$ cat config.mk
export PLATFORM = sky130hd
export DESIGN_NAME = sha1_hash_with_padding
export DESIGN_NICKNAME = d
export VERILOG_FILES = /design/src/rtl/sha1h_pkg.sv /design/src/rtl/sha1h_round.sv /design/src/rtl/sha1h_sched.sv /design/src/rtl/sha1_hash_with_padding.sv
export SDC_FILE = /design/constraint.sdc
export NUM_CORES = 2
export LEC_CHECK = 0
export ABC_AREA = 1
export ABC_CLOCK_PERIOD_IN_PS = 16760
export BUFFER_PORTS_ARGS = -buffer_cell sky130_fd_sc_hd__buf_2
export CELL_PAD_IN_SITES_DETAIL_PLACEMENT = 0
export CELL_PAD_IN_SITES_GLOBAL_PLACEMENT = 2
export CORE_AREA = 4 4 595 302
export CTS_BUF_LIST = sky130_fd_sc_hd__clkbuf_8
export DETAILED_ROUTE_END_ITERATION = 10
export DIE_AREA = 0 0 599 306
export PLACE_DENSITY_LB_ADDON = 0.1
export SETUP_SLACK_MARGIN = 0.4
export SYNTH_ARGS = -nofsm -noshare
export SYNTH_HDL_FRONTEND = slang
export SYNTH_SLANG_ARGS = --single-unit
$ cat constraint.sdc
create_clock -name clk_i -period 16.76 [get_ports clk_i]
set_input_delay 3.352 -clock clk_i [delete_from_list [all_inputs] [get_ports clk_i]]
set_output_delay 3.352 -clock clk_i [all_outputs]
set_load 0.005 [all_outputs]
$ cat src/rtl/sha1h_pkg.sv
// Types and constants of the SHA-1 hasher with padding.
// Used by the round unit, the schedule window and the top level.
`default_nettype none

package sha1h_pkg;

  typedef logic [31:0] word_t;
  typedef logic [4:0][31:0] hash_t;

  localparam word_t K0 = 32'h5A827999;
  localparam word_t K1 = 32'h6ED9EBA1;
  localparam word_t K2 = 32'h8F1BBCDC;
  localparam word_t K3 = 32'hCA62C1D6;

  // Index 0 is the most significant digest word.
  localparam hash_t HashInit = {32'hC3D2E1F0, 32'h10325476, 32'h98BADCFE,
                                32'hEFCDAB89, 32'h67452301};

  localparam logic [7:0] PadMarker = 8'h80;
  localparam logic [6:0] LastRound = 7'd79;
  localparam logic [2:0] LastWord  = 3'd4;
  localparam logic [5:0] LastPos   = 6'd63;
  localparam logic [5:0] PreLenPos = 6'd55;

  typedef enum logic [2:0] {
    ST_IDLE,
    ST_PAD80,
    ST_PADZ,
    ST_PADLEN,
    ST_ROUND,
    ST_ADD,
    ST_OUT
  } state_e;

  typedef struct packed {
    logic       push;
    logic [7:0] byte_val;
    logic       step;
  } sched_ctrl_t;

endpackage

`default_nettype wire

$ cat src/rtl/sha1h_round.sv
// One SHA-1 round: round function, constant and five-input sum.
// Depends on sha1h_pkg for the round constants.
`default_nettype none

module sha1h_round (
  input  sha1h_pkg::hash_t   vars_i,
  input  sha1h_pkg::word_t   w_i,
  input  logic [6:0]         round_i,
  output sha1h_pkg::word_t   t_o
);

  sha1h_pkg::word_t a, b, c, d, e;
  sha1h_pkg::word_t f, k;

  assign a = vars_i[0];
  assign b = vars_i[1];
  assign c = vars_i[2];
  assign d = vars_i[3];
  assign e = vars_i[4];

  always_comb begin
    priority if (round_i < 7'd20) begin
      f = (b & c) | (~b & d);
      k = sha1h_pkg::K0;
    end else if (round_i < 7'd40) begin
      f = b ^ c ^ d;
      k = sha1h_pkg::K1;
    end else if (round_i < 7'd60) begin
      f = (b & c) | (b & d) | (c & d);
      k = sha1h_pkg::K2;
    end else begin
      f = b ^ c ^ d;
      k = sha1h_pkg::K3;
    end
  end

  assign t_o = {a[26:0], a[31:27]} + f + e + k + w_i;

endmodule

`default_nettype wire

$ cat src/rtl/sha1h_sched.sv
// Sixteen-word block buffer that doubles as the SHA-1 message schedule.
// Bytes shift in big-endian; during rounds it shifts one word per step.
// Depends on sha1h_pkg for the control struct.
`default_nettype none

module sha1h_sched (
  input  logic                   clk_i,
  input  sha1h_pkg::sched_ctrl_t ctrl_i,
  output sha1h_pkg::word_t       w0_o
);

  sha1h_pkg::word_t w_q [16];
  sha1h_pkg::word_t w_d [16];
  sha1h_pkg::word_t mix;

  // The window holds W[t..t+15]; the appended word is W[t+16].
  assign mix = w_q[13] ^ w_q[8] ^ w_q[2] ^ w_q[0];

  always_comb begin
    for (int i = 0; i < 16; i++) begin
      w_d[i] = w_q[i];
    end
    if (ctrl_i.push) begin
      for (int i = 0; i < 15; i++) begin
        w_d[i] = {w_q[i][23:0], w_q[i+1][31:24]};
      end
      w_d[15] = {w_q[15][23:0], ctrl_i.byte_val};
    end else if (ctrl_i.step) begin
      for (int i = 0; i < 15; i++) begin
        w_d[i] = w_q[i+1];
      end
      w_d[15] = {mix[30:0], mix[31]};
    end
  end

  always_ff @(posedge clk_i) begin
    for (int i = 0; i < 16; i++) begin
      w_q[i] <= w_d[i];
    end
  end

  assign w0_o = w_q[0];

endmodule

`default_nettype wire

$ cat src/rtl/sha1_hash_with_padding.sv
// SHA-1 hasher with standard padding, top level.
// Depends on sha1h_pkg, sha1h_sched and sha1h_round.
//
// Usage: message bytes arrive on the slave stream, one item per byte.
// tdata carries the byte, tuser says the byte is valid, tlast ends the
// message (a byte flagged together with tlast is part of the message).
// The block accepts one byte per cycle until a 64-byte block fills; the
// block is then compressed by one shared round unit, one round per cycle,
// followed by an add step that folds the result into the chaining hash,
// during which tready is low. At the end of a message the padding bytes
// are shifted in one per cycle (up to 64, or up to 72 when a second block
// is needed) and each padded block is compressed in the same way.
// The digest then leaves on the master stream as five items: tdata is the
// word, tuser its index (0 is most significant), tlast marks the fifth.
// While the receiver stalls the word is held; no input is taken until all
// five words have been taken, after which the block is ready for the next
// message. Reset loads the standard initial hash, clears the byte count
// and leaves the block ready for input.
`default_nettype none

module sha1_hash_with_padding (
  input  logic        clk_i,
  input  logic        rst_ni,
  input  logic        s_axis_tvalid_i,
  output logic        s_axis_tready_o,
  input  logic [7:0]  s_axis_tdata_i,   // [7:0] data_byte
  input  logic        s_axis_tuser_i,   // [0] byte_valid
  input  logic        s_axis_tlast_i,   // end_of_message
  output logic        m_axis_tvalid_o,
  input  logic        m_axis_tready_i,
  output logic [31:0] m_axis_tdata_o,   // [31:0] digest_word
  output logic [2:0]  m_axis_tuser_o,   // [2:0] word_index
  output logic        m_axis_tlast_o    // last_word
);

  sha1h_pkg::state_e      state_q, state_d;
  sha1h_pkg::state_e      ret_q, ret_d;
  sha1h_pkg::hash_t       h_q;
  sha1h_pkg::hash_t       v_q;
  logic [60:0]            cnt_q;
  logic [5:0]             pos_q;
  logic [6:0]             round_q;
  logic [2:0]             idx_q;
  sha1h_pkg::sched_ctrl_t sched_ctrl;
  sha1h_pkg::word_t       w0;
  sha1h_pkg::word_t       t_sum;
  logic                   in_acc;
  logic                   out_acc;
  logic [63:0]            len_shift;

  assign in_acc  = s_axis_tvalid_i & s_axis_tready_o;
  assign out_acc = m_axis_tvalid_o & m_axis_tready_i;

  // Length bytes go out most significant first: byte 56 is bits 63:56.
  assign len_shift = {cnt_q, 3'b000} >> {~pos_q[2:0], 3'b000};

  sha1h_sched u_sched (
    .clk_i  (clk_i),
    .ctrl_i (sched_ctrl),
    .w0_o   (w0)
  );

  sha1h_round u_round (
    .vars_i  (v_q),
    .w_i     (w0),
    .round_i (round_q),
    .t_o     (t_sum)
  );

  // Next state and return point after a compression.
  always_comb begin
    state_d = state_q;
    ret_d   = ret_q;
    unique case (state_q)
      sha1h_pkg::ST_IDLE: begin
        if (in_acc) begin
          if (s_axis_tuser_i && pos_q == sha1h_pkg::LastPos) begin
            state_d = sha1h_pkg::ST_ROUND;
            ret_d   = s_axis_tlast_i ? sha1h_pkg::ST_PAD80 : sha1h_pkg::ST_IDLE;
          end else if (s_axis_tlast_i) begin
            state_d = sha1h_pkg::ST_PAD80;
          end
        end
      end
      sha1h_pkg::ST_PAD80, sha1h_pkg::ST_PADZ: begin
        priority if (pos_q == sha1h_pkg::LastPos) begin
          state_d = sha1h_pkg::ST_ROUND;
          ret_d   = sha1h_pkg::ST_PADZ;
        end else if (pos_q == sha1h_pkg::PreLenPos) begin
          state_d = sha1h_pkg::ST_PADLEN;
        end else begin
          state_d = sha1h_pkg::ST_PADZ;
        end
      end
      sha1h_pkg::ST_PADLEN: begin
        if (pos_q == sha1h_pkg::LastPos) begin
          state_d = sha1h_pkg::ST_ROUND;
          ret_d   = sha1h_pkg::ST_OUT;
        end
      end
      sha1h_pkg::ST_ROUND: begin
        if (round_q == sha1h_pkg::LastRound) begin
          state_d = sha1h_pkg::ST_ADD;
        end
      end
      sha1h_pkg::ST_ADD: begin
        if (round_q[2:0] == sha1h_pkg::LastWord) begin
          state_d = ret_q;
        end
      end
      sha1h_pkg::ST_OUT: begin
        if (out_acc && idx_q == sha1h_pkg::LastWord) begin
          state_d = sha1h_pkg::ST_IDLE;
        end
      end
      default: begin
        state_d = sha1h_pkg::ST_IDLE;
      end
    endcase
  end

  // Handshakes and schedule control.
  always_comb begin
    s_axis_tready_o     = 1'b0;
    m_axis_tvalid_o     = 1'b0;
    sched_ctrl.push     = 1'b0;
    sched_ctrl.byte_val = 8'h00;
    sched_ctrl.step     = 1'b0;
    unique case (state_q)
      sha1h_pkg::ST_IDLE: begin
        s_axis_tready_o     = 1'b1;
        sched_ctrl.push     = in_acc & s_axis_tuser_i;
        sched_ctrl.byte_val = s_axis_tdata_i;
      end
      sha1h_pkg::ST_PAD80: begin
        sched_ctrl.push     = 1'b1;
        sched_ctrl.byte_val = sha1h_pkg::PadMarker;
      end
      sha1h_pkg::ST_PADZ: begin
        sched_ctrl.push     = 1'b1;
      end
      sha1h_pkg::ST_PADLEN: begin
        sched_ctrl.push     = 1'b1;
        sched_ctrl.byte_val = len_shift[7:0];
      end
      sha1h_pkg::ST_ROUND: begin
        sched_ctrl.step     = 1'b1;
      end
      sha1h_pkg::ST_ADD: begin
      end
      sha1h_pkg::ST_OUT: begin
        m_axis_tvalid_o     = 1'b1;
      end
      default: begin
      end
    endcase
  end

  assign m_axis_tdata_o = h_q[idx_q];
  assign m_axis_tuser_o = idx_q;
  assign m_axis_tlast_o = (idx_q == sha1h_pkg::LastWord);

  always_ff @(posedge clk_i or negedge rst_ni) begin
    if (!rst_ni) begin
      state_q <= sha1h_pkg::ST_IDLE;
      ret_q   <= sha1h_pkg::ST_IDLE;
      h_q     <= sha1h_pkg::HashInit;
      cnt_q   <= '0;
      pos_q   <= '0;
      round_q <= '0;
      idx_q   <= '0;
    end else begin
      state_q <= state_d;
      ret_q   <= ret_d;
      if (sched_ctrl.push) begin
        pos_q <= pos_q + 6'd1;
      end
      if (state_q == sha1h_pkg::ST_IDLE && sched_ctrl.push) begin
        cnt_q <= cnt_q + 61'd1;
      end
      if (state_q == sha1h_pkg::ST_ROUND) begin
        round_q <= (round_q == sha1h_pkg::LastRound) ? 7'd0 : round_q + 7'd1;
      end else if (state_q == sha1h_pkg::ST_ADD) begin
        round_q <= (round_q[2:0] == sha1h_pkg::LastWord) ? 7'd0 : round_q + 7'd1;
        // Rotate so that each word passes the single adder once.
        h_q     <= {h_q[0] + v_q[0], h_q[4:1]};
      end
      if (out_acc) begin
        if (idx_q == sha1h_pkg::LastWord) begin
          idx_q <= '0;
          h_q   <= sha1h_pkg::HashInit;
          cnt_q <= '0;
        end else begin
          idx_q <= idx_q + 3'd1;
        end
      end
    end
  end

  // Working variables a..e live in v_q[0..4].
  always_ff @(posedge clk_i) begin
    if (state_d == sha1h_pkg::ST_ROUND && state_q != sha1h_pkg::ST_ROUND) begin
      v_q <= h_q;
    end else if (state_q == sha1h_pkg::ST_ROUND) begin
      v_q <= {v_q[3], v_q[2], {v_q[1][1:0], v_q[1][31:2]}, v_q[0], t_sum};
    end else if (state_q == sha1h_pkg::ST_ADD) begin
      v_q <= {v_q[0], v_q[4:1]};
    end
  end

endmodule

`default_nettype wire

After elaboration in Yosys (flattened, before gate mapping)
Memories as Yosys holds them, arrays and structs flattened.
Cells that the tools add are included.
W data, S select, Z words.
{"block": "totals", "mem_bits_rw": 512, "memories": 1, "out_inout_bits": 38, "elab_cells": 122, "ff_bits": 403, "in_bits": 14}
{"name": "u_sched.w_q", "depth": 16, "width": 32, "rd": 16, "rd_ports_with_merged_regs": 0, "wr": 16, "line_no": "sha1h_sched.sv:12", "rtl": "sha1h_pkg::word_t w_q [16];"}
{"block": "op_classes", "n_mux": 46, "n_eq_ne": 17, "n_reduce_logical": 11, "add_sub_neg": 9, "shifts": 1, "bitwise": 17, "magnitude_cmp": 4}
{"op": "$mux W160", "count": 7}
{"op": "$mux W512", "count": 2}
{"op": "$mux W32", "count": 6}
{"op": "$mux W61", "count": 3}
{"op": "$add A32 B32 Y32", "count": 5}
{"op": "$xor A32 B32 Y32", "count": 5}
{"op": "$and A32 B32 Y32", "count": 4}
{"op": "$bmux W32 S3", "count": 1}
{"op": "$or A32 B32 Y32", "count": 3}
{"op": "$shr A64 B6 Y8", "count": 1}
{"op": "$add A61 B1 Y61 const B", "count": 1}
{"op": "$mux W3", "count": 13}
{"op": "$not A32 Y32", "count": 1}
{"op": "$mux W31", "count": 1}
{"op": "$mux W7", "count": 4}
{"op": "$pmux W8 S3", "count": 1}
{"op": "$eq A3 B3 Y1 const B", "count": 6}
{"op": "$pmux W3 S6", "count": 1}
{"op": "$lt A7 B6 Y1 const B", "count": 2}
{"op": "$eq A6 B6 Y1 const B", "count": 2}
{"op": "$pmux W3 S3", "count": 1}
{"op": "$ne A2 B2 Y1 const B", "count": 4}
{"op": "$add A7 B1 Y7 const B", "count": 1}
{"op": "$eq A7 B7 Y1 const B", "count": 1}
{"op": "18 further kinds", "count": 29}

Longest topological paths before layout
{"block": "logic_depth", "ltp_word": 12, "mapped_depth": 25, "ltp_nobuf": 24}

Modules after synthesis
A second synthesis with hierarchy kept.
{"block": "unflattened", "cells_unflattened": 6895, "hier_area_um2": 54647.4}
{"mod": "sha1_hash_with_padding", "cells_each": 3477, "seq_area_each_um2": 10985.5, "instances": 1, "area_each_um2": 24567.3}
{"mod": "sha1h_sched", "cells_each": 2557, "seq_area_each_um2": 15374.7, "instances": 1, "area_each_um2": 23892.9}
{"mod": "sha1h_round", "cells_each": 861, "seq_area_each_um2": 0.0, "instances": 1, "area_each_um2": 6187.2}

Least setup slack after synthesis
Ideal clock, no wire load.
{"block": "synth_timing", "path_kind": "in2reg", "startpoint": "in s_axis_tvalid_i", "endpoint": "mem u_sched.w_q[0][0] (netlist bit) (enable)", "n_path_buf": 3, "path_stages": 7, "setup_time_ns": 3.635, "t_required_ns": 13.125, "path_slack_ns": 0.499, "t_arrival_ns": 12.626, "path_cell_list": "nand2_1 -> nor2_2 -> nor2_2 -> buf_2 -> buf_2 -> buf_1 -> nand2_1"}
{"item": "start, declared", "line_no": "sha1_hash_with_padding.sv:24", "rtl": "input logic s_axis_tvalid_i,"}
{"item": "end, declared", "line_no": "sha1h_sched.sv:12"}

Worst setup path in the final report
{"block": "layout_timing", "startpoint": "reg idx_q[1], in the netlist m_axis_tuser_o[1]", "endpoint": "out m_axis_tlast_o"}
{"block": "layout_between", "elab_chain_len": 1}
{"item": "start, declared", "line_no": "sha1_hash_with_padding.sv:43", "rtl": "logic [2:0] idx_q;"}
{"item": "start signal, assigned", "line_no": "sha1_hash_with_padding.sv:194", "rtl": "idx_q <= idx_q + 3'd1;"}
{"item": "$eq A3 B3 Y1", "line_no": "sha1_hash_with_padding.sv:161", "rtl": "assign m_axis_tlast_o = (idx_q == sha1h_pkg::LastWord);"}
{"item": "end, declared", "line_no": "sha1_hash_with_padding.sv:33", "rtl": "output logic m_axis_tlast_o"}
No other way between the ends.

==> flow_results.org <==
** Status
- Result of the run :: completed

** Critical path
- Master of the slowest instance on the critical path :: inv_1
- Capturing element type of the critical path :: output port
- Data on the critical path arrives at its endpoint at 4.10 ns.
- The worst register-to-register path ends at v_q[103]$_DFFE_PP_.
- By startpoint and endpoint, the worst setup path is classified as reg2out.
- The worst setup path is launched from a register.
- In this run the worst path has a maximum fanout of 28.
- By instance count, the cell type seen most on the critical path is buf_4.
- Data on the critical path is required at its endpoint by 13.41 ns.
- Biggest cell delay along the critical path :: 0.58 ns
- In this run the critical register-to-register path is launched from m_axis_tuser_o[1]$_DFFE_PN0P_.
- The critical path goes through buf_4 -> inv_2 -> buf_4 -> buf_4 -> ha_1 -> nand2_1 -> inv_1 -> buf_2.
- Across all register-to-register paths, the minimum setup slack is 10.50 ns.
- Worst Reg-to-Reg Cells :: 15
- In this run the worst setup path begins at m_axis_tuser_o[1]$_DFFE_PN0P_.

** Power
- Internal power component :: 6780 µW
- Power Dens Cells :: 229 nW/µm²
- VDD sags by at most 0.194 mV.
- Net Sw Frac :: 48.5%
- For this design the total switching power over the nets is 6380 µW.
- Power consumption :: 13200 µW
- Power share of the sequential group :: 35.8%
- Combinational cells account for 49.0% of the total power.
- The analysis attributes to cell leakage a power of 0.0253 µW.
- Clock Power Share :: 15.2%

** STA
- Based on the critical path, the design can be clocked at up to 134 MHz.
- Worst setup skew after layout :: 0.0693 ns
- Min Clock Period, post-route :: 7.45 ns
- Setup repair after global routing left no endpoint under its margin.
- Final-report hold violation count :: 0
- Slew at the pin with the worst max-slew slack :: 1.31 ns
- Slew Limit Headroom :: 12.4%
- Fin. max-slew vios :: 0
- Setup violations remaining at the end of the flow were counted as 0.
- Crit share post-route :: 44.5%
- In the final timing run, aggregate negative setup slack is 0 ns.

** Cells and area
- Leaving out fill and tap cells, the most frequent cell in the layout is nand2_1.
- The top cell types in the final layout, fill and taps aside, are 1785 x nand2_1, 841 x inv_1, 829 x o21ai_0.
- Finished Layout Cells :: 8534
- Cells with a size suffix above 1 make up 7.11% of the layout.
- Area Overhead vs Synth :: 10.2%
- NumNets Final :: 6300

** Placement
- Total instance count after detailed placement :: 8259
- Routability-driven placement finished with a final weighted congestion of 0.872.
- Final HPWL from detailed placement :: 144000 µm
- IO buf count :: 51

** Floorplan
- The core region is 175000 µm².
- The floorplan step set the die width to 599 µm.
- For this design the top-level I/O count stands at 52.
- Die Y-Extent :: 306 µm
- For this configuration, the core starts out at a cell density of 29.7%.
- Die area :: 183000 µm²
- In this run the core area contains 109 standard-cell rows.

** Logic synthesis
- Top cell type by total area after synthesis :: edfxtp_1
- Cell area after technology mapping :: 52100 µm²
- The share of the Yosys chip area taken by registers is 50.6%.
- Post-synthesis compound-gate area fraction :: 13.6%
- Primary FF master, synth :: edfxtp_1
- Share of the synthesized area in the top cell type :: 38.8%
- Largest cells by area after synthesis :: edfxtp_1 39%, nand2_1 13%, o21ai_0 8.0%, dfrtp_1 7.8%, inv_1 5.6%
- Share of flip-flops with an asynchronous set or reset :: 26.6%
- Counting every instance in the synthesized netlist gives 6108.
- Library cells used by synthesis :: 52
- Of the total synthesized cell area, the portion taken by full adders, half adders and majority gates is 6.32%.
- Xor/xnor share of the synthesized area :: 2.09%
- Synthesis produced a netlist with a net count of 6317.
- Yosys synthesis warning count :: 0
- Mux cell area share after synthesis :: 0%
- After Yosys synthesis, and, or, nand and nor cells account for 19.2% of the synthesized area.
- In this run, synthesis inferred 672 flip-flops with an integrated enable.
- After synthesis, the largest family of logic cells by area is simple AND/OR/NAND/NOR gates.
- Register bit count reported by yosys :: 915
- Syn Area/Cell :: 8.52 µm²

** Global route
- Sum of overflow across all layers after global routing :: 0
- Initial antenna violation count :: 12
- Global-route wire length before repair :: 287000 µm
- Vias in the first global route :: 38952
- Largest net degree at the start of global routing :: 224
- Total routing usage reported by global routing :: 21.4%

** Route
- Number of routed nets with antenna violations :: 0
- Vias after detailed routing :: 42029
- Drt via density :: 4.92
- Aggregate routed wire length :: 200000 µm
- Remaining DRCs :: 0
- The first detailed-routing pass took 6 iterations.
- In the final routed layout, each cell accounts on average for 23.4 µm.
- Violation count after the first detailed-route iteration :: 4599

** CTS
- Clock tree synthesis inserted a total of 161 buffers.
- The clock passes through at most 4 buffers.
- In this run the post-CTS setup repair buffer count came out at 0.
- Gates resized during post-CTS repair numbered 0.
- Clock tree from TritonCTS :: yes
- H-tree depth :: 4
- Number of sinks handled by clock tree synthesis :: 915
- Clock-pin slew of the registers on the worst-case setup and hold paths :: 0.07 ns
- Worst skew pair latency :: 0.89 ns
- In this run the clock root is driven by a clkbuf_8.
- After clock tree synthesis, the flow added hold-fix buffers numbering 0.

** Worst hold path
- WHS Endpoint :: pos_q[5]$_DFFE_PN0P_
- In this run the worst hold path is classified as reg2reg.
- The worst hold path begins at pos_q[5]$_DFFE_PN0P_.
- Counting instances, the worst hold path has a depth of 1.

** Flow run
- Max Cap Viol :: 0
## metal layers
metal,vias up,share of wire [%],track usage (%)
li1,20094,-,-
met1,20395,57,38.2
met2,1358,32,23.4
met3,182,9.2,6.38
met4,0,1.3,3.36
met5,-,0,0
## registers in the layout (all words and copies together) (netlist names)
register / flops
state_q: 3
round_q: 7
u_sched.w_q: 512
m_axis_tuser_o: 3
cnt_q: 61
pos_q: 6
ret_q: 3
h_q: 160
v_q: 160
## Yosys cell counts (31+ instances only)
cell type,n
a211oi_1,31
a21oi_1,263
buf_2,73
clkbuf_1,177
dfrtp_1,163
dfstp_2,80
edfxtp_1,672
fa_1,113
ha_1,82
inv_1,783
nand2_1,1789
nand3_1,221
nand4_1,48
nor2_1,286
nor3_1,67
o211ai_1,84
o21ai_0,829
o21ai_1,44
xnor2_1,90
xor2_1,34
## worst max-delay path by stage
| stage | endpoint | depth (start not counted) |
|---|---|---|
| 3_3_place_gp | u_sched.w_q[0][165]$_DFFE_PP_ | 9 |
| 4_1_cts | m_axis_tdata_o[26] | 5 |
| 5_1_grt | m_axis_tlast_o | 8 |
| 2_1_floorplan | u_sched.w_q[0][0]$_DFFE_PP_ | 7 |
| 6_report | m_axis_tlast_o | 8 |
| 3_5_place_dp | u_sched.w_q[0][165]$_DFFE_PP_ | 9 |
## final cells by class
type | instances | area (µm²)
Multi-Input combinational cell | 4109 | 21500
Tap cell | 2331 | 2920
Inverter | 794 | 2990
Clock inverter | 102 | 464
Timing Repair Buffer | 110 | 758
Clock buffer | 172 | 2370
Antenna cell | 1 | 2.50
Sequential cell | 915 | 26400
Fill cell | 18671 | 118000
## per-stage QoR
step	util, %	instance area, µm²	hold WS (ns)	worst slack, ns
2_1_floorplan	-	52100	0.445	0.499
3_3_place_gp	31.1	54500	0.470	8.96
3_5_place_dp	31.1	54500	0.465	8.94
4_1_cts	32.8	57400	0.476	9.21
5_1_grt	32.8	57400	0.502	9.07
6_report	32.8	57400	0.479	9.31
## power by group through the flow
stage | clock, µW | sequential [µW] | combinational (µW)
CTS | 2080 | 4710 | 6390
global placement | 0 | 4750 | 6340
detailed placement | 0 | 4730 | 6350
floorplan | 0 | 4790 | 4220
global route | 2190 | 4830 | 7240
finish | 2000 | 4710 | 6440
## logic make-up (layout without fill, tap and decap cells)
| family | count (synthesis) | after routing |
|---|---|---|
| adders and majority gates | 195 | 195 |
| DFF | 915 | 915 |
| xor gates and xnor gates | 124 | 124 |
| AOI/OAI and AO/OA | 1318 | 1318 |
| buffers and inverters | 1084 | 1178 |
| other | 0 | 1 |
| and+or+nand+nor | 2472 | 2472 |
## worst max-delay path, delay by kind of cell, from the launching register on
kind,cells,cell delay [ns]
buffers and inverters,6,2.39
AND/OR/NAND/NOR,1,0.11
flip-flops,1,0.37
adder cells (fa/ha/maj),1,0.24
Note: power is estimated with default switching activity, not from simulation.
